<file path="config.mk">
export PLATFORM = sky130hd
export DESIGN_NAME = eia_front
export DESIGN_NICKNAME = d
export VERILOG_FILES = /design/src/rtl/core/assert_macros.svh /design/src/rtl/core/eia_pkg.sv /design/src/rtl/core/eia_front.sv
export SDC_FILE = /design/constraint.sdc
export NUM_CORES = 1
export LEC_CHECK = 0
export ABC_CLOCK_PERIOD_IN_PS = 6100
export BUFFER_PORTS_ARGS = -buffer_cell sky130_fd_sc_hd__buf_4
export CORE_MARGIN = 5
export CORE_UTILIZATION = 42
export DETAILED_ROUTE_END_ITERATION = 6
export PLACE_DENSITY = 0.8
export SLEW_MARGIN = 20
export SYNTH_ARGS = -nofsm -noshare
export SYNTH_HDL_FRONTEND = slang
export SYNTH_SLANG_ARGS = --single-unit
export TNS_END_PERCENT = 10
</file>
<file path="constraint.sdc">
create_clock -name clock -period 6.1 [get_ports clock]
set_input_delay 1.22 -clock clock [delete_from_list [all_inputs] [get_ports clock]]
set_output_delay 1.22 -clock clock [all_outputs]
set_load 0.05 [all_outputs]
</file>
<file path="src/rtl/core/assert_macros.svh">
// Assertion macros of the integer ALU, used by the queue (eia_fifo.sv).
`ifndef ASSERT_MACROS_SVH
`define ASSERT_MACROS_SVH
`ifndef SYNTHESIS
`define EIA_ASSERT(lbl, clk, rst, prop, msg) \
   lbl: assert property (@(posedge clk) disable iff (rst) prop) else $error(msg);
`define EIA_ASSERT_ALWAYS(lbl, clk, prop, msg) \
   lbl: assert property (@(posedge clk) prop) else $error(msg);
`else
`define EIA_ASSERT(lbl, clk, rst, prop, msg)
`define EIA_ASSERT_ALWAYS(lbl, clk, prop, msg)
`endif
`endif

</file>
<file path="src/rtl/core/eia_pkg.sv">
// Types and constants of the element-wise integer ALU.
package eia_pkg;

   localparam int DATA_W      = 32;
   localparam int OP_W        = 6;
   localparam int MULSHR_BITS = 8;

   typedef enum logic [OP_W-1:0] {
      OP_IGNORE = 6'd0, OP_PUT, OP_ADD, OP_SUB, OP_BUS, OP_MUL, OP_MULSHR,
      OP_DIV, OP_DIV_FLOOR, OP_DIV_SWAP, OP_DIV_FLOOR_SWAP,
      OP_MOD, OP_MOD_SWAP, OP_REM, OP_REM_SWAP,
      OP_GCD, OP_LCM, OP_OR, OP_XOR, OP_AND, OP_SHL, OP_SHR,
      OP_SC_AND, OP_SC_OR, OP_MIN, OP_MAX,
      OP_EQ, OP_NE, OP_GT, OP_LE, OP_LT, OP_GE, OP_CMP, OP_POW,
      OP_ABSDIFF, OP_SQDIFF, OP_AVG, OP_HYPOT, OP_SQRT
   } op_type;

   typedef enum logic [2:0] {
      CLS_SIMPLE, CLS_MUL, CLS_DIV, CLS_GCD, CLS_LCM, CLS_POW, CLS_HYPOT, CLS_SQRT
   } cls_type;

   typedef struct packed {
      logic [OP_W-1:0]          op;
      logic signed [DATA_W-1:0] operand_a;
      logic signed [DATA_W-1:0] operand_b;
      logic                     last_in;
   } req_type;

   typedef struct packed {
      logic signed [DATA_W-1:0] result;
      logic                     last_out;
   } rsp_type;

   typedef struct packed {
      cls_type cls;
      req_type req;
   } entry_type;

endpackage

</file>
<file path="src/rtl/core/eia_front.sv">
// Front end: takes request beats and tags each with its execution class.
module eia_front
   import eia_pkg::*;
(
   input  logic      clock,
   input  logic      reset,
   input  logic      req_valid,
   output logic      req_stall,
   input  req_type   req_data,
   input  logic      q_full,
   output logic      push,
   output entry_type push_data
);

   logic      v_ff, v_in;
   entry_type item_ff;
   logic      accept;

   function automatic cls_type classify(logic [OP_W-1:0] op);
      cls_type c;
      case (op_type'(op))
         OP_MUL, OP_MULSHR, OP_SQDIFF:                  c = CLS_MUL;
         OP_DIV, OP_DIV_FLOOR, OP_DIV_SWAP, OP_DIV_FLOOR_SWAP,
         OP_MOD, OP_MOD_SWAP, OP_REM, OP_REM_SWAP:      c = CLS_DIV;
         OP_GCD:                                        c = CLS_GCD;
         OP_LCM:                                        c = CLS_LCM;
         OP_POW:                                        c = CLS_POW;
         OP_HYPOT:                                      c = CLS_HYPOT;
         OP_SQRT:                                       c = CLS_SQRT;
         default:                                       c = CLS_SIMPLE;
      endcase
      return c;
   endfunction

   assign req_stall = v_ff & q_full;
   assign accept    = req_valid & ~req_stall;
   assign push      = v_ff & ~q_full;
   assign push_data = item_ff;
   assign v_in      = accept | (v_ff & q_full);

   always_ff @(posedge clock) begin
      if (reset) begin
         v_ff <= 1'b0;
      end else begin
         v_ff <= v_in;
      end
   end

   always_ff @(posedge clock) begin
      if (accept) begin
         item_ff <= '{cls: classify(req_data.op), req: req_data};
      end
   end

endmodule

</file>
## Word-level counts from Yosys, hierarchy flattened

Memory sizes are Yosys's and may differ from the RTL's. A register that Yosys moved wholly into a read port is not among the register bits.
Cells that the tools add are included.

| word-level totals | value |
|---|---|
| register bits after elaboration | 72 |
| memory bits (read-only) | 192 |
| input bits | 75 |
| output and inout port bits | 76 |
| logic and storage cells | 12 |
| memories | 1 |

Memories:

| memory | depth | bits a word | rd ports | clocked after memory_dff | write ports | RTL line | source |
|---|---|---|---|---|---|---|---|
| (no name shown) | 64 | 3 | 1 | 1 | 0 | eia_front.sv:21 | `case (op_type'(op))` |

| operators by class | value |
|---|---|
| bitwise operators | 6 |

Operator list:

| kind | number |
|---|---|
| $and 1x1->1 | 3 |
| $not 1->1 | 2 |
| $or 1x1->1 | 1 |

## Longest topological paths before layout

Gate-level depths: netlist of the first run.

| depth | value |
|---|---|
| word-level depth | 4 |
| gate-level depth with buffers | 4 |
| mapped depth without buffers | 4 |

## Worst setup path after synthesis of the first run

Ideal clock, no wire load.

| path | value |
|---|---|
| path kind | input port to flip-flop |
| start | input q_full |
| end | register item_ff, in the netlist push_data[0] (enable) |
| library setup time | 0.514 ns |
| arrival time | 4.884 ns |
| required time | 5.586 ns |
| slack | 0.702 ns |
| stages | 2 |
| path buffers | 0 |
| cells stage by stage | and2_1 -> nor2b_1 |

| on the way | value |
|---|---|
| word-level cells in the longest chain between the ends | 3 |

Ends and longest elaborated chain:

| element | RTL line | source |
|---|---|---|
| from (decl) | eia_front.sv:10 | `input logic q_full,` |
| $and 1x1->1 | eia_front.sv:35 | `assign req_stall = v_ff & q_full;` |
| $not 1->1 | eia_front.sv:36 | `assign accept = req_valid & ~req_stall;` |
| $and 1x1->1 | eia_front.sv:36 |  |
| via accept | eia_front.sv:17 | `logic accept;` |
| to (signal assigned) | eia_front.sv:51 | `item_ff <= '{cls: classify(req_data.op), req: req_data};` |
| to (decl) | eia_front.sv:16 | `entry_type item_ff;` |

The timed path passes the listed nets, and every way through them passes these cells.
A chain may end at the register's enable or synchronous reset.

## Final worst setup path of the first run

| path | value |
|---|---|
| start | input q_full |
| end | output req_stall |

| on the way | value |
|---|---|
| word-level cells in the longest chain between the ends | 1 |

Ends and longest elaborated chain:

| element | RTL line | source |
|---|---|---|
| $and 1x1->1 | eia_front.sv:35 |  |
| to (decl) | eia_front.sv:8 | `output logic req_stall,` |

No other way between the ends.

==> out/metrics.cfg, run 1 <==
[die]
rows = 27
die_h_um = 86.1
dieArea_mm2 = 0.00742
num_io_pins = 151
initial_core_util_pct = 43.7
die_x_um = 86.1
core_mm2 = 0.00557

[job]
drv_cap = 0

[clocking]
path_clk_slew_ns = 0.07
insertion_delay_ns = 0.32
cts_root_buf = clkbuf_8
h-tree-depth = 3
postCtsSetupBuffers = 0
cts_tree = built
cts_hold_buf = 0
clockBufferDepth = 2
cts.repair.resized = 0
numCtsBuffers = 9
numClockSinks = 75

[synth]
synth_edf_count = 74
yosysWarningCount = 0
synth_mux_area_share_pct = 1.54
synth-seq-cells = 75
ys_async_sr_fraction_pct = 0
synth_top_area_share_pct = 91.3
syn-cell-area_mm2 = 0.00243
synthTopCellsByArea = edfxtp_1, ha_1, mux2_1
yosys-top-cells-count = edfxtp_1, ha_1
synth-seq-area-share_pct = 92.1
syn_inst = 98
synth-main-ff-cell = edfxtp_1
netlist.top_cell.by_area = edfxtp_1
synth.avg_cell_area_um2 = 24.8
synthSimpleGateAreaFrac_pct = 2.72
synth_fa_ha_area_share_pct = 2.06
synth.most_common_cell = edfxtp_1
ys_types = 18
yosys.area_share.xor_xnor_pct = 0
syn_nets = 177
synth_top_family_by_area = simple AND/OR/NAND/NOR gates
synth_compound_area_share_pct = 1.23

[detailed_routing]
vias = 1511
highest_layer = met4
drc = 0
wl_per_cell_um = 16.6
dr.pass1.iters = 4
drt-initial-drc-count = 63
wl_met2_um = 3040
wl_met1_um = 1790
drt-total-wl_um = 5590
wl_met3_um = 704
via_per_inst = 4.48
detail-route-antenna-nets = 0

[timing]
slew_headroom_pct = 43.5
finClkSkew_ns = 0.00825
finalCritPeriodShare_pct = 48.1
rsz0062_at_grt = false
worst_pin_slew_ns = 0.846
tns_ns = 0
slew_viol_final = 0
finalCriticalPeriod_ns = 2.94
hold_viol = 0
clock.fmax_ghz = 0.341
setup_violations = 0

[global_routing]
grt_usage_pct = 15.3
first_global_vias = 1616
grt_max_degree = 44
gr-total-overflow = 0
grt_pass1_wl_um = 8200
antenna_found_initial = 0

[placed_design]
dp_hpwl_um = 4380
globalplace.congestion = 0.733
io_buffers = 150

[setup_path]
worstPathCellList = buf_4 -> and2_1 -> buf_4
path_class = in -> out
crit_top_cell = buf_4
crit_family = buffers and inverters
critPathBufInv = 2
critPathSlowestCell = buf_4
crit_fanout = 3
critPathRequiredTime_ns = 4.88
end_kind = output pin
arrival_ns = 1.72
critPathLaunchType = input port
slowest_delay_ns = 0.20

[final_layout]
drive_gt1_share_pct = 63.4
area_delta_synth_final_pct = 58.0
nFillCells = 405
nets = 339
diodes = 0

[status]
run_status = finished clean

[power_and_ir_drop]
power.density_mw_per_mm2 = 300
power_leakage_nw = 1.63
p_total_mw = 1.15
max-vdd-ir-drop_mv = 0.193

[min_path]
hold_path_class = reg -> reg

## layout make-up
class,instances,area (um2),area share (%)
Clock buffer,12,155,4.04
Clock inverter,4,25.0,0.651
Inverter,2,7.51,0.195
Multi-Input combinational cell,21,191,4.98
Sequential cell,75,2240,58.3
Tap cell,72,90.1,2.34
Timing Repair Buffer,151,1130,29.5
## worst reg2reg max path, delay by kind of cell (launching register included)
kind / cells / cell delay [ns]
DFF: 1 / 0.32
buffers and inverters: 1 / 0.59
and+or+nand+nor: 2 / 0.84
## registers in the layout (all words and copies together), names as in the netlist
| signal | flops |
|---|---|
| push_data | 74 |
| v_ff | 1 |
## cells in the final DEF (no fill, tap or decap), drive strengths merged, types with 2 or more instances in the layout
cell type  instances
inv                2
clkbuf            12
nor2b              2
clkinvlp           2
mux2               3
nor2               2
clkinv             2
ha                 4
edfxtp            74
buf              151
## final timing paths
check / startpoint / to / slack (ns) / depth (start not counted)
setup / recovery: q_full / req_stall / 3.16 / 3
hold / removal: v_ff / v_ff / 0.50 / 2
hold reg to reg: v_ff / v_ff / 0.50 / 2
setup reg to reg: v_ff / push_data[66] / 3.98 / 3
## stage by stage
| stage | hold slack, ns | cell area (um2) | util [%] | instances | worst slack [ns] |
|---|---|---|---|---|---|
| after floorplan | 0.457 | 2430 | - | 98 | 0.702 |
| after global placement | 0.478 | 3660 | 65.7 | 321 | 2.93 |
| after detailed placement | 0.480 | 3660 | 65.7 | 321 | 2.89 |
| after CTS | 0.498 | 3840 | 69.0 | 337 | 3.16 |
| after global routing | 0.524 | 3840 | 69.0 | 337 | 3.14 |
| final | 0.496 | 3840 | 69.0 | 337 | 3.16 |
## report_power, final
group	total, mW	switching [mW]	internal [mW]
Clock	0.334	0.165	0.169
Combinational	0.209	0.138	0.0708
Sequential	0.611	0.00813	0.602
## cell families after synthesis
kind of cell / Yosys count
AND/OR/NAND/NOR: 10
adder cells (fa/ha/maj): 4
flip-flops: 75
AO/OA/AOI/OAI: 4
multiplexers: 3
buffers and inverters: 2
## per-layer routing
layer	GRT usage, %	up-vias
met4	6.62	0
met1	15.1	719
met5	0	-
met2	25.6	74
met3	9.32	4
li1	-	714
Note: power is estimated with default switching activity, not from simulation.
==> run 2: changes to the inputs <==
ABC_CLOCK_PERIOD_IN_PS = 2900   (was 6100)
clock period = 2.9 ns   (was 6.1 ns; I/O delays follow)
==> out/metrics.cfg, run 2 (synthesis results as in run 1) <==
[final_layout]
largest_reg_flops = 74  ; unchanged
nets = 339  ; unchanged
regArea_mm2 = 0.00224  ; unchanged
final_cell_mix = buf_4, edfxtp_1, clkbuf_8
drive_gt1_share_pct = 63.4  ; unchanged
diodes = 0  ; unchanged
layout_commonest_cell = buf_4
nFillCells = 393  ; -3.0%
area_delta_synth_final_pct = 59.6
multi_input_area_um2 = 191  ; unchanged

[placed_design]
globalplace.congestion = 0.774  ; +5.6%
io_buffers = 150  ; unchanged
dp_hpwl_um = 4350  ; -0.62%

[detailed_routing]
vias = 1536  ; +1.7%
drt-initial-drc-count = 67  ; +6.3%
wl_per_cell_um = 16.7  ; +0.52%
drt-total-wl_um = 5620  ; +0.52%
detail-route-antenna-nets = 0  ; unchanged
drc = 0  ; unchanged
via_per_inst = 4.56  ; +1.7%
dr.pass1.iters = 4  ; unchanged

[global_routing]
grt_usage_pct = 15.7  ; +0.46 points
grt_pass1_wl_um = 8450  ; +3.0%
antenna_found_initial = 0  ; unchanged
gr-total-overflow = 0  ; unchanged
first_global_vias = 1690  ; +4.6%
grt_max_degree = 75  ; +70%

[min_path]
hold_path_class = in -> reg
worstHoldStart = reset

[die]
num_io_pins = 151  ; unchanged
initial_core_util_pct = 43.7  ; unchanged
rows = 27  ; unchanged
core_mm2 = 0.00557  ; unchanged
die_x_um = 86.1  ; unchanged
die_h_um = 86.1  ; unchanged
dieArea_mm2 = 0.00742  ; unchanged

[job]
drv_cap = 0  ; unchanged

[clocking]
cts_root_buf = clkbuf_8
cts_tree = built
postCtsSetupBuffers = 0  ; unchanged
h-tree-depth = 3  ; unchanged
numClockSinks = 75  ; unchanged
clockBufferDepth = 2  ; unchanged
numCtsBuffers = 9  ; unchanged
path_clk_slew_ns = 0.07  ; about the same
cts.repair.resized = 0  ; unchanged
cts_hold_buf = 0  ; unchanged
insertion_delay_ns = 0.33  ; about the same

[setup_path]
critPathLaunchType = flop
arrival_ns = 1.10  ; -0.62 ns
critPathSlowestCell = dfxtp_1
slowest_delay_ns = 0.35  ; +0.15 ns
crit_start = v_ff
crit_family = flip-flops
worstPathCellList = and2_1 -> buf_4
crit_fanout = 3  ; unchanged
r2r_slack_ns = 1.56  ; -2.42 ns
end_kind = output pin
critPathRequiredTime_ns = 2.32  ; -2.56 ns
path_class = reg -> out
reg2reg_from = v_ff
critPathBufInv = 1  ; -1

[timing]
setup_violations = 0  ; unchanged
finalCritPeriodShare_pct = 57.8
clock.fmax_ghz = 0.597
tns_ns = 0  ; unchanged
finClkSkew_ns = 0.00633  ; -0.00192 ns
worst_pin_slew_ns = 0.375  ; -0.471 ns
finalCriticalPeriod_ns = 1.68
hold_viol = 0  ; unchanged
slew_headroom_pct = 75.0  ; +32 points
rsz0062_at_grt = false
slew_viol_final = 0  ; unchanged

[power_and_ir_drop]
power.density_mw_per_mm2 = 656  ; +120%
p_total_mw = 2.55  ; +120%
max-vdd-ir-drop_mv = 0.405  ; +110%
power_leakage_nw = 1.66  ; +1.6%

[status]
run_status = finished clean

==> run 2: stage by stage <==
step                      utilization (%)  cells  hold slack, ns  setup slack (ns)  area [um2]
final                                69.7    337           0.393              1.22        3880
after global routing                 69.7    337           0.352              1.14        3880
after CTS                            69.7    337           0.371              1.20        3880
after detailed placement             66.0    321           0.496              1.02        3680
after global placement               66.0    321           0.480              1.06        3680
after floorplan                         -     98           0.457             0.369        2440
==> run 2: layout make-up <==
cell class | instances | area share (%)
Inverter | 2 | 0.193
Timing Repair Buffer | 151 | 29.5
Clock buffer | 10 | 3.29
Multi-Input combinational cell | 21 | 4.93
Tap cell | 72 | 2.32
Sequential cell | 75 | 57.7
Clock inverter | 6 | 2.06
==> run 2: path summary, 6_finish.rpt <==
path,to,depth (start not counted)
max,req_stall,2
min,v_ff,2
max reg2reg,push_data[64],3
min reg2reg,v_ff,2
==> run 2: layer usage <==
layer | GRT usage, % | vias to the layer above | wire [um] | part of all wire, %
met3 | 10.1 | 11 | 876 | 16
li1 | - | 714 | - | -
met2 | 26.5 | 100 | 2820 | 50
met1 | 14.5 | 711 | 1790 | 32
met4 | 8.20 | 0 | 122 | 2.2
met5 | 0 | - | 0 | 0
==> run 2: where the power goes <==
| group | leakage, nW | internal (mW) | switching [mW] |
|---|---|---|---|
| Combinational | 0.824 | 0.151 | 0.291 |
| Sequential | 0.725 | 1.27 | 0.0162 |
| Clock | 0.110 | 0.479 | 0.346 |
| Total | 1.66 | 1.90 | 0.653 |
