<file path="config.mk">
export PLATFORM = sky130hd
export DESIGN_NAME = eia_fifo
export DESIGN_NICKNAME = d
export VERILOG_FILES = /design/src/rtl/core/eia_pkg.sv /design/src/rtl/core/eia_fifo.sv
export VERILOG_INCLUDE_DIRS = /design/src /design/src/rtl/core
export SDC_FILE = /design/constraint.sdc
export NUM_CORES = 1
export LEC_CHECK = 0
export BUFFER_PORTS_ARGS = -buffer_cell sky130_fd_sc_hd__buf_2
export CAP_MARGIN = 5
export CORE_MARGIN = 2
export CORE_UTILIZATION = 57
export DETAILED_ROUTE_END_ITERATION = 8
export PLACE_DENSITY = 0.79
export SLEW_MARGIN = 20
export SYNTH_ARGS = -nofsm -noshare
export SYNTH_HDL_FRONTEND = slang
export SYNTH_SLANG_ARGS = --single-unit
</file>
<file path="constraint.sdc">
create_clock -name clock -period 3.7 [get_ports clock]
set_input_delay 0.185 -clock clock [delete_from_list [all_inputs] [get_ports clock]]
set_output_delay 0.185 -clock clock [all_outputs]
set_load 0.03 [all_outputs]
</file>
<file path="src/rtl/core/assert_macros.svh">
// Assertion macros of the integer ALU, used by the queue (eia_fifo.sv).
`ifndef ASSERT_MACROS_SVH
`define ASSERT_MACROS_SVH
`ifndef SYNTHESIS
`define EIA_ASSERT(lbl, clk, rst, prop, msg) \
   lbl: assert property (@(posedge clk) disable iff (rst) prop) else $error(msg);
`define EIA_ASSERT_ALWAYS(lbl, clk, prop, msg) \
   lbl: assert property (@(posedge clk) prop) else $error(msg);
`else
`define EIA_ASSERT(lbl, clk, rst, prop, msg)
`define EIA_ASSERT_ALWAYS(lbl, clk, prop, msg)
`endif
`endif

</file>
<file path="src/rtl/core/eia_pkg.sv">
// Types and constants of the element-wise integer ALU.
package eia_pkg;

   localparam int DATA_W      = 32;
   localparam int OP_W        = 6;
   localparam int MULSHR_BITS = 8;

   typedef enum logic [OP_W-1:0] {
      OP_IGNORE = 6'd0, OP_PUT, OP_ADD, OP_SUB, OP_BUS, OP_MUL, OP_MULSHR,
      OP_DIV, OP_DIV_FLOOR, OP_DIV_SWAP, OP_DIV_FLOOR_SWAP,
      OP_MOD, OP_MOD_SWAP, OP_REM, OP_REM_SWAP,
      OP_GCD, OP_LCM, OP_OR, OP_XOR, OP_AND, OP_SHL, OP_SHR,
      OP_SC_AND, OP_SC_OR, OP_MIN, OP_MAX,
      OP_EQ, OP_NE, OP_GT, OP_LE, OP_LT, OP_GE, OP_CMP, OP_POW,
      OP_ABSDIFF, OP_SQDIFF, OP_AVG, OP_HYPOT, OP_SQRT
   } op_type;

   typedef enum logic [2:0] {
      CLS_SIMPLE, CLS_MUL, CLS_DIV, CLS_GCD, CLS_LCM, CLS_POW, CLS_HYPOT, CLS_SQRT
   } cls_type;

   typedef struct packed {
      logic [OP_W-1:0]          op;
      logic signed [DATA_W-1:0] operand_a;
      logic signed [DATA_W-1:0] operand_b;
      logic                     last_in;
   } req_type;

   typedef struct packed {
      logic signed [DATA_W-1:0] result;
      logic                     last_out;
   } rsp_type;

   typedef struct packed {
      cls_type cls;
      req_type req;
   } entry_type;

endpackage

</file>
<file path="src/rtl/core/eia_fifo.sv">
// Short queue between the front end and the execution sequencer.
`include "assert_macros.svh"
module eia_fifo
   import eia_pkg::*;
#(
   parameter int DEPTH = 4
)
(
   input  logic      clock,
   input  logic      reset,
   input  logic      push,
   input  entry_type push_data,
   output logic      full,
   input  logic      pop,
   output entry_type pop_data,
   output logic      not_empty
);

   localparam int PTR_W = (DEPTH > 1) ? $clog2(DEPTH) : 1;
   localparam int CNT_W = $clog2(DEPTH + 1);

   entry_type          slot_ff [DEPTH];
   logic [PTR_W-1:0]   wr_ptr_ff, wr_ptr_in;
   logic [PTR_W-1:0]   rd_ptr_ff, rd_ptr_in;
   logic [CNT_W-1:0]   count_ff, count_in;

   assign full      = (count_ff == CNT_W'(DEPTH));
   assign not_empty = (count_ff != '0);
   assign pop_data  = slot_ff[rd_ptr_ff];

   always_comb begin
      wr_ptr_in = wr_ptr_ff;
      rd_ptr_in = rd_ptr_ff;
      count_in  = count_ff;
      if (push) begin
         wr_ptr_in = (wr_ptr_ff == PTR_W'(DEPTH - 1)) ? '0 : wr_ptr_ff + 1'b1;
      end
      if (pop) begin
         rd_ptr_in = (rd_ptr_ff == PTR_W'(DEPTH - 1)) ? '0 : rd_ptr_ff + 1'b1;
      end
      if (push && !pop) begin
         count_in = count_ff + 1'b1;
      end else if (pop && !push) begin
         count_in = count_ff - 1'b1;
      end
   end

   always_ff @(posedge clock) begin
      if (reset) begin
         wr_ptr_ff <= '0;
         rd_ptr_ff <= '0;
         count_ff  <= '0;
      end else begin
         wr_ptr_ff <= wr_ptr_in;
         rd_ptr_ff <= rd_ptr_in;
         count_ff  <= count_in;
      end
   end

   always_ff @(posedge clock) begin
      if (push) begin
         slot_ff[wr_ptr_ff] <= push_data;
      end
   end

   `EIA_ASSERT(a_no_overflow, clock, reset, push |-> !full, "push into a full queue")
   `EIA_ASSERT(a_no_underflow, clock, reset, pop |-> not_empty, "pop from an empty queue")
   `EIA_ASSERT(a_count_up, clock, reset, (push && !pop) |=> (count_ff == $past(count_ff) + 1'b1), "queue count lost a beat")
   `EIA_ASSERT_ALWAYS(a_reset_empty, clock, $past(reset) |-> (count_ff == '0), "queue not empty after reset")

endmodule

</file>
Word-level counts from Yosys, hierarchy flattened
Memories as Yosys holds them, arrays and structs flattened. A register that Yosys moved wholly into a read port is not among the register bits. Cells that the tools add are included.

Memories: 1. Word-level logic and storage cells: 25. Output and inout bits: 76. Register bits: 7. Bits in writable memories: 296. Input port bits: 78.

Mux-type cells: 8. Equality and inequality tests: 3. Add/sub/neg operators: 4. Reductions and logical operators: 6.

Memory list: slot_ff (words 4, bits a word 74, read ports 1, clocked after memory_dff 1, wr ports 1, RTL line eia_fifo.sv:22) `entry_type slot_ff [DEPTH];`.

Operator list (count): 2-bit 2-to-1 mux (4); 3-bit 2-to-1 mux (2); 2-bit by 1-bit adder with 2-bit output (second input constant) (2); 2-bit == test (second input constant) (2); 3-bit by 1-bit adder with 3-bit output (second input constant) (1); 3-bit == test (second input constant) (1); 3-bit nonzero test (1); 3-bit by 1-bit subtractor with 3-bit output (second input constant) (1); 1-bit logical AND (2); 1-bit logical NOT (2); 1-bit 2-to-1 mux (2); 2-bit nonzero test (1).

Logic depth before layout (Yosys ltp)
Gate-level depths: netlist (run 1).

Depth in word-level cells: 4. Gate-level depth with buffers: 7. Mapped depth without buffers: 7.

Worst setup path before layout (run 1)
OpenSTA, ideal clock, no wires.

Kind: register -> register. Start: register wr_ptr_ff[0]. End: memory slot_ff[3][0] (netlist bit), enable pin. Library setup time: 0.440 ns. Buffers on the path: 0. Period minus slack after synthesis: 2.717 ns. Setup slack: 0.983 ns. Stages on the path, launching flop included: 3. Required time: 3.260 ns. Arrival: 2.277 ns. Cell sequence: dfxtp_1 ha_1 and2_1.

RTL lines: from (decl) (RTL line eia_fifo.sv:23) `logic [PTR_W-1:0] wr_ptr_ff, wr_ptr_in;`; from (signal assigned) (RTL line eia_fifo.sv:54) `wr_ptr_ff <= wr_ptr_in;`; to (decl) (RTL line eia_fifo.sv:22).

No word-level cell before the write port.

==> results of run 1 <==
[worst min path at each step]
stage | startpoint | endpoint | depth (start not counted)
detailed placement | push_data[30] | slot_ff[0][30] | 1
global placement | push_data[30] | slot_ff[2][30] | 1
finish | push | wr_ptr_ff[1] | 3
global route | push | wr_ptr_ff[1] | 3
floorplan | reset | count_ff[2] | 1
CTS | push | wr_ptr_ff[1] | 3
[Yosys cell counts]
cell | count | share of area
o21ai_0 | 1 | 0.00045
xor2_1 | 2 | 0.0016
buf_2 | 7 | 0.0031
dfxtp_1 | 9 | 0.016
mux4_2 | 74 | 0.15
fa_1 | 1 | 0.0018
and2_1 | 4 | 0.0022
nor2_1 | 7 | 0.0024
a21oi_1 | 2 | 0.00090
clkbuf_1 | 1 | 0.00034
edfxtp_1 | 296 | 0.80
ha_1 | 6 | 0.0067
inv_1 | 4 | 0.0013
mux2i_1 | 4 | 0.0036
buf_6 | 7 | 0.0071
buf_4 | 1 | 0.00068
or3_1 | 2 | 0.0011
nor3b_1 | 2 | 0.0013
[per-layer routing]
layer	global-route usage	share of wire	up-vias	wire, um
met5	0	0	-	0
met4	0.04489	0.018	0	367
met3	0.04365	0.058	32	1197
met2	0.3584	0.53	186	10880
met1	0.2630	0.40	2823	8171
li1	-	-	2350	-
[through the flow]
step | cells | hold slack [ps]
detailed placement | 838 | 401.3
global route | 972 | 54.28
global placement | 834 | 392.6
finish | 972 | 37.43
CTS | 970 | 6.471
floorplan | 430 | 254.1
[placed cells by master, fill, tap and decap left out, drive strengths merged]
| master | synthesis | layout |
|---|---|---|
| o21ai | 1 | 1 |
| ha | 6 | 6 |
| nor3b | 2 | 2 |
| clkbuf | 1 | 39 |
| fa | 1 | 1 |
| bufinv | 0 | 3 |
| clkinvlp | 0 | 2 |
| or3 | 2 | 2 |
| mux4 | 74 | 74 |
| diode | 0 | 1 |
| edfxtp | 296 | 296 |
| mux2i | 4 | 4 |
| dlygate4sd3 | 0 | 76 |
| and2 | 4 | 4 |
| clkinv | 0 | 12 |
| xor2 | 2 | 2 |
| dfxtp | 9 | 9 |
| buf | 15 | 160 |
| inv | 4 | 4 |
| nor2 | 7 | 7 |
| a21oi | 2 | 2 |
[flip-flops by register name (all words and copies together) (netlist names), named ones only]
name       flops
slot_ff      296
count_ff       3
rd_ptr_ff      2
wr_ptr_ff      2
[report_power, final]
part	internal (mW)	total [mW]	switching, mW
clock network	1.74	2.95	1.21
logic	0.349	0.860	0.511
registers	3.96	4.03	0.0690
[area by class of cell]
type	count	area [um2]	area share
antenna	1	2.502	0.0001787
clock buffer	39	804.5	0.05747
clock inverter	17	170.2	0.01215
inverter	4	15.01	0.001072
multi-input combinational	105	1923	0.1374
sequential	305	9076	0.6483
tap	265	331.6	0.02368
timing repair buffer	236	1677	0.1198
[repair_timing]
item                                   CTS  global route
gates resized for setup                  0             0
setup buffers                            0             0
endpoints found under the hold margin  305             0
hold buffers                            76             0
[worst reg2reg max path, stage by stage, from the launching register on]
cell	delay [ps]
dfxtp_1	350
inv_1	110
ha_1	180
and2_4	610
buf_12	310
[cells by family (layout without fill, tap and decap cells)]
logic type	Yosys count	after routing	share of synthesized area
buf+inv	20	296	0.01260
mux	78	78	0.1534
compound gates	3	3	0.001350
simple gates	15	15	0.007087
xor+xnor	2	2	0.001575
flops	305	305	0.8154
fa+ha+maj	7	7	0.008550
other cells	0	1	0
==> impl_metrics.env, run 1 <==
export IMPL_grt_max_degree=75
export IMPL_hold_viol_final=0
export IMPL_vias=5391
export IMPL_cts_num_sinks=305
export IMPL_numCtsBuffers=30
export IMPL_clock_path_buffers=3
export IMPL_dpl_hpwl_mm=11.62
export IMPL_postLayoutCoreUtil=0.7241
export IMPL_ys_warn_count=0
export IMPL_yosysSeqAreaShare=0.8154
export IMPL_fin_nets=767
export IMPL_post_route_drc_count=0
export IMPL_fin_crit_ps=2720
export IMPL_ys_types=18
export IMPL_finalCritPeriodShare=0.7351
export IMPL_ios=154
export IMPL_r2r_cells=4
export IMPL_fp_dieH_um=143.7
export IMPL_wl_mm=20.61
export IMPL_crit_end="pop_data[64]"
export IMPL_syn_area_mm2=0.01112
export IMPL_synthCells=430
export IMPL_dpl_instance_area_mm2=0.01223
export IMPL_clk_latency_ps=540
export IMPL_critPathBufInv=2
export IMPL_ant_nets=0
export IMPL_cp_required_ps=3510
export IMPL_crit_type="flip-flop to output port"
export IMPL_fin_skew_ps=26.85
export IMPL_vias_per_cell=5.546
export IMPL_grt_pass1_vias=5743
export IMPL_wl_per_cell_um=21.20
export IMPL_cts_tree="done"
export IMPL_cts_root_buf="clkbuf_16"
export IMPL_relSlewSlack=0.4708
export IMPL_port_buffer_count=153
export IMPL_crit_chain="buf_12, mux4_2, buf_2"
export IMPL_place_congestion=0.7413
export IMPL_die_x_um=143.7
export IMPL_r2r_start="wr_ptr_ff[0]"
export IMPL_dr_pass1_iters=6
export IMPL_grt_usage=0.2030
export IMPL_core_area_mm2=0.01933
export IMPL_critPathMaxStageDelay_ps=870
export IMPL_fin_tns_setup_ps=0
export IMPL_setup_slack_ps=980.0
export IMPL_reg2reg_slack_ps=1780
export IMPL_tightest_slew_ps=793.8
export IMPL_clk_pin_slew_ps=60
export IMPL_grt_pass1_wl_mm=31.53
export IMPL_rsz0062_at_grt="false"
export IMPL_slew_viol_final=0
export IMPL_hold_path_class="input pin to flip-flop"
export IMPL_max_freq_mhz=367.6
export IMPL_cp_slowest_cell="dfxtp_4"
export IMPL_cp_start_kind="flip-flop"
export IMPL_rr_endpoint="slot_ff[0][29]"
export IMPL_setup_viol=0
export IMPL_peakVddDrop_uv=527.4
export IMPL_p_leak_nw=4.802
export IMPL_drv_cap=0
export IMPL_status="completed"
export IMPL_area_delta_synth_final_pct=25.87
export IMPL_cp_num_cells=3
export IMPL_p_per_area_mw_per_mm2=559.7
export IMPL_drt_iter0_drc=344
export IMPL_drive_gt1_frac=0.4023
export IMPL_cp_arrival_ps=2530
export IMPL_die_area_mm2=0.02065
export IMPL_ys_ff_latch=305
export IMPL_syn_area_per_cell_um2=25.86
export IMPL_final_area_mm2=0.01400
export IMPL_synth_net_count=515
export IMPL_antenna_found_initial=1
export IMPL_grt_overflow_total=0
export IMPL_crit_fanout=38
export IMPL_row_count=51
export IMPL_cp_end_kind="output port"
export IMPL_fillers=1113
export IMPL_initial_core_util=0.5752
export IMPL_crit_family="flip-flops"
export IMPL_p_total_mw=7.836
export IMPL_cts_htree_levels=1
export IMPL_dp_slack_ps=1458
Note: power is estimated with default switching activity, not from simulation.
==> run 2, diff against run 1 <==
==> constraint.sdc (replaced) <==
create_clock -name clock -period 2.6 [get_ports clock]
set_input_delay 0.13 -clock clock [delete_from_list [all_inputs] [get_ports clock]]
set_output_delay 0.13 -clock clock [all_outputs]
set_load 0.03 [all_outputs]
==> impl_metrics.env, run 2 (same netlist as run 1, synthesis figures left out) <==
export IMPL_cp_required_ps=2470
export IMPL_crit_end="pop_data[65]"
export IMPL_post_cts_buffers=0
export IMPL_core_area_mm2=0.01933
export IMPL_place_congestion=0.7081
export IMPL_cts_tree="done"
export IMPL_finalCritPeriodShare=0.8929
export IMPL_cts_resized=0
export IMPL_grt_usage=0.2090
export IMPL_setup_viol=0
export IMPL_r2r_start="wr_ptr_ff[0]"
export IMPL_top_regs="slot_ff (296), count_ff (3)"
export IMPL_row_count=51
export IMPL_fin_crit_ps=2322
export IMPL_wl_per_cell_um=21.45
export IMPL_relSlewSlack=0.6673
export IMPL_drt_iter0_drc=331
export IMPL_tightest_slew_ps=499.1
export IMPL_p_leak_nw=4.793
export IMPL_crit_type="flip-flop to output port"
export IMPL_crit_chain="buf_12, mux4_2, buf_2"
export IMPL_clock_path_buffers=3
export IMPL_initial_core_util=0.5752
export IMPL_drive_gt1_frac=0.3986
export IMPL_multi_input_area_mm2=0.001923
export IMPL_dpl_hpwl_mm=12.29
export IMPL_cp_start_kind="flip-flop"
export IMPL_vias=5407
export IMPL_fin_nets=774
export IMPL_layout_common_cells="edfxtp_1, buf_2, dlygate4sd3_1"
export IMPL_seqCellArea_mm2=0.009076
export IMPL_dpl_cell_count=845
export IMPL_p_per_area_mw_per_mm2=777.8
export IMPL_wl_mm=20.91
export IMPL_grt_pass1_vias=5816
export IMPL_numCtsBuffers=29
export IMPL_grt_pass1_wl_mm=32.12
export IMPL_vias_per_cell=5.546
export IMPL_crit_fanout=23
export IMPL_clk_latency_ps=540
export IMPL_cts_hold_repair_buffers=78
export IMPL_final_common_cell="edfxtp_1"
export IMPL_cp_slowest_cell="dfxtp_4"
export IMPL_hold_viol_final=0
export IMPL_n_antenna_cell=0
export IMPL_antenna_found_initial=0
export IMPL_clk_pin_slew_ps=60
export IMPL_ios=154
export IMPL_area_delta_synth_final_pct=25.68
export IMPL_p_total_mw=10.87
export IMPL_reg2reg_slack_ps=800
export IMPL_fillers=1152
export IMPL_cts_htree_levels=1
export IMPL_die_area_mm2=0.02065
export IMPL_grt_max_degree=49
export IMPL_rsz0062_at_grt="false"
export IMPL_die_x_um=143.7
export IMPL_status="completed"
export IMPL_cp_end_kind="output port"
export IMPL_port_buffer_count=153
export IMPL_cp_arrival_ps=2190
export IMPL_largest_reg_flops=296
export IMPL_layoutNonFillerInstCount=975
export IMPL_post_route_drc_count=0
export IMPL_top_register="slot_ff"
export IMPL_ant_nets=0
export IMPL_max_freq_mhz=430.7
export IMPL_r2r_cells=3
export IMPL_fin_tns_setup_ps=0
export IMPL_critPathMaxStageDelay_ps=610
export IMPL_slew_viol_final=0
export IMPL_peakVddDrop_uv=592.3
export IMPL_grt_overflow_total=0
export IMPL_drv_cap=0
export IMPL_dr_pass1_iters=4
export IMPL_hold_path_class="input pin to flip-flop"
export IMPL_fin_skew_ps=13.28
export IMPL_cts_root_buf="clkbuf_16"
export IMPL_fp_dieH_um=143.7
export IMPL_rr_endpoint="slot_ff[3][61]"
export IMPL_cts_num_sinks=305
run 2: changes by cell type in the layout (fill, tap and decap cells not counted), sizes merged:
| cell | delta |
|---|---|
| dlygate4sd3 | +2 |
| diode | -1 |
| clkbuf | -5 |
| inv | +2 |
| bufinv | -1 |
| buf | +6 |
run 2: worst max-delay path, delay by kind of cell (launching register included):
kind / cells / cell delay, ps
buffers and inverters: 2 / 480
multiplexers: 1 / 550
flip-flops: 1 / 610
run 2: per-stage QoR:
step	cell area [um2]	hold WS [ps]	util	worst slack [ps]
finish	13980	336.0	0.7230	278.3
global route	13980	330.8	0.7230	135.1
CTS	13980	315.8	0.7230	211.7
detailed placement	12310	346.7	0.6366	788.7
global placement	12310	338.3	0.6366	800.4
floorplan	11130	199.1	-	688.3
run 2: worst min-delay path by stage:
stage	start	endpoint	slack, ps	depth (start not counted)
after CTS	push_data[68]	slot_ff[2][68]	320	2
after detailed placement	push_data[58]	slot_ff[1][58]	350	1
final	push_data[68]	slot_ff[2][68]	340	2
after floorplan	reset	count_ff[2]	200	1
after global routing	push_data[32]	slot_ff[1][32]	330	2
after global placement	push_data[0]	slot_ff[0][0]	340	1
run 2: routing by layer:
metal | wire [um] | track usage
met5 | 0 | 0
met4 | 421 | 0.05934
met3 | 1282 | 0.03565
met2 | 10870 | 0.3574
met1 | 8336 | 0.2826
run 2: cell type report:
class | count | share of cell area
clock buffers | 34 | 0.05326
multi-input cells | 105 | 0.1376
well taps | 265 | 0.02372
flip-flops and latches | 305 | 0.6493
repair buffers | 244 | 0.1248
clock inverters | 18 | 0.01029
inverters | 4 | 0.001074
run 2: report_power, final:
part / leakage (nW) / switching [mW] / internal [mW]
Sequential: 2.79 / 0.0784 / 5.63
Combinational: 1.57 / 0.751 / 0.510
Clock: 0.425 / 1.67 / 2.24
Total: 4.79 / 2.50 / 8.38
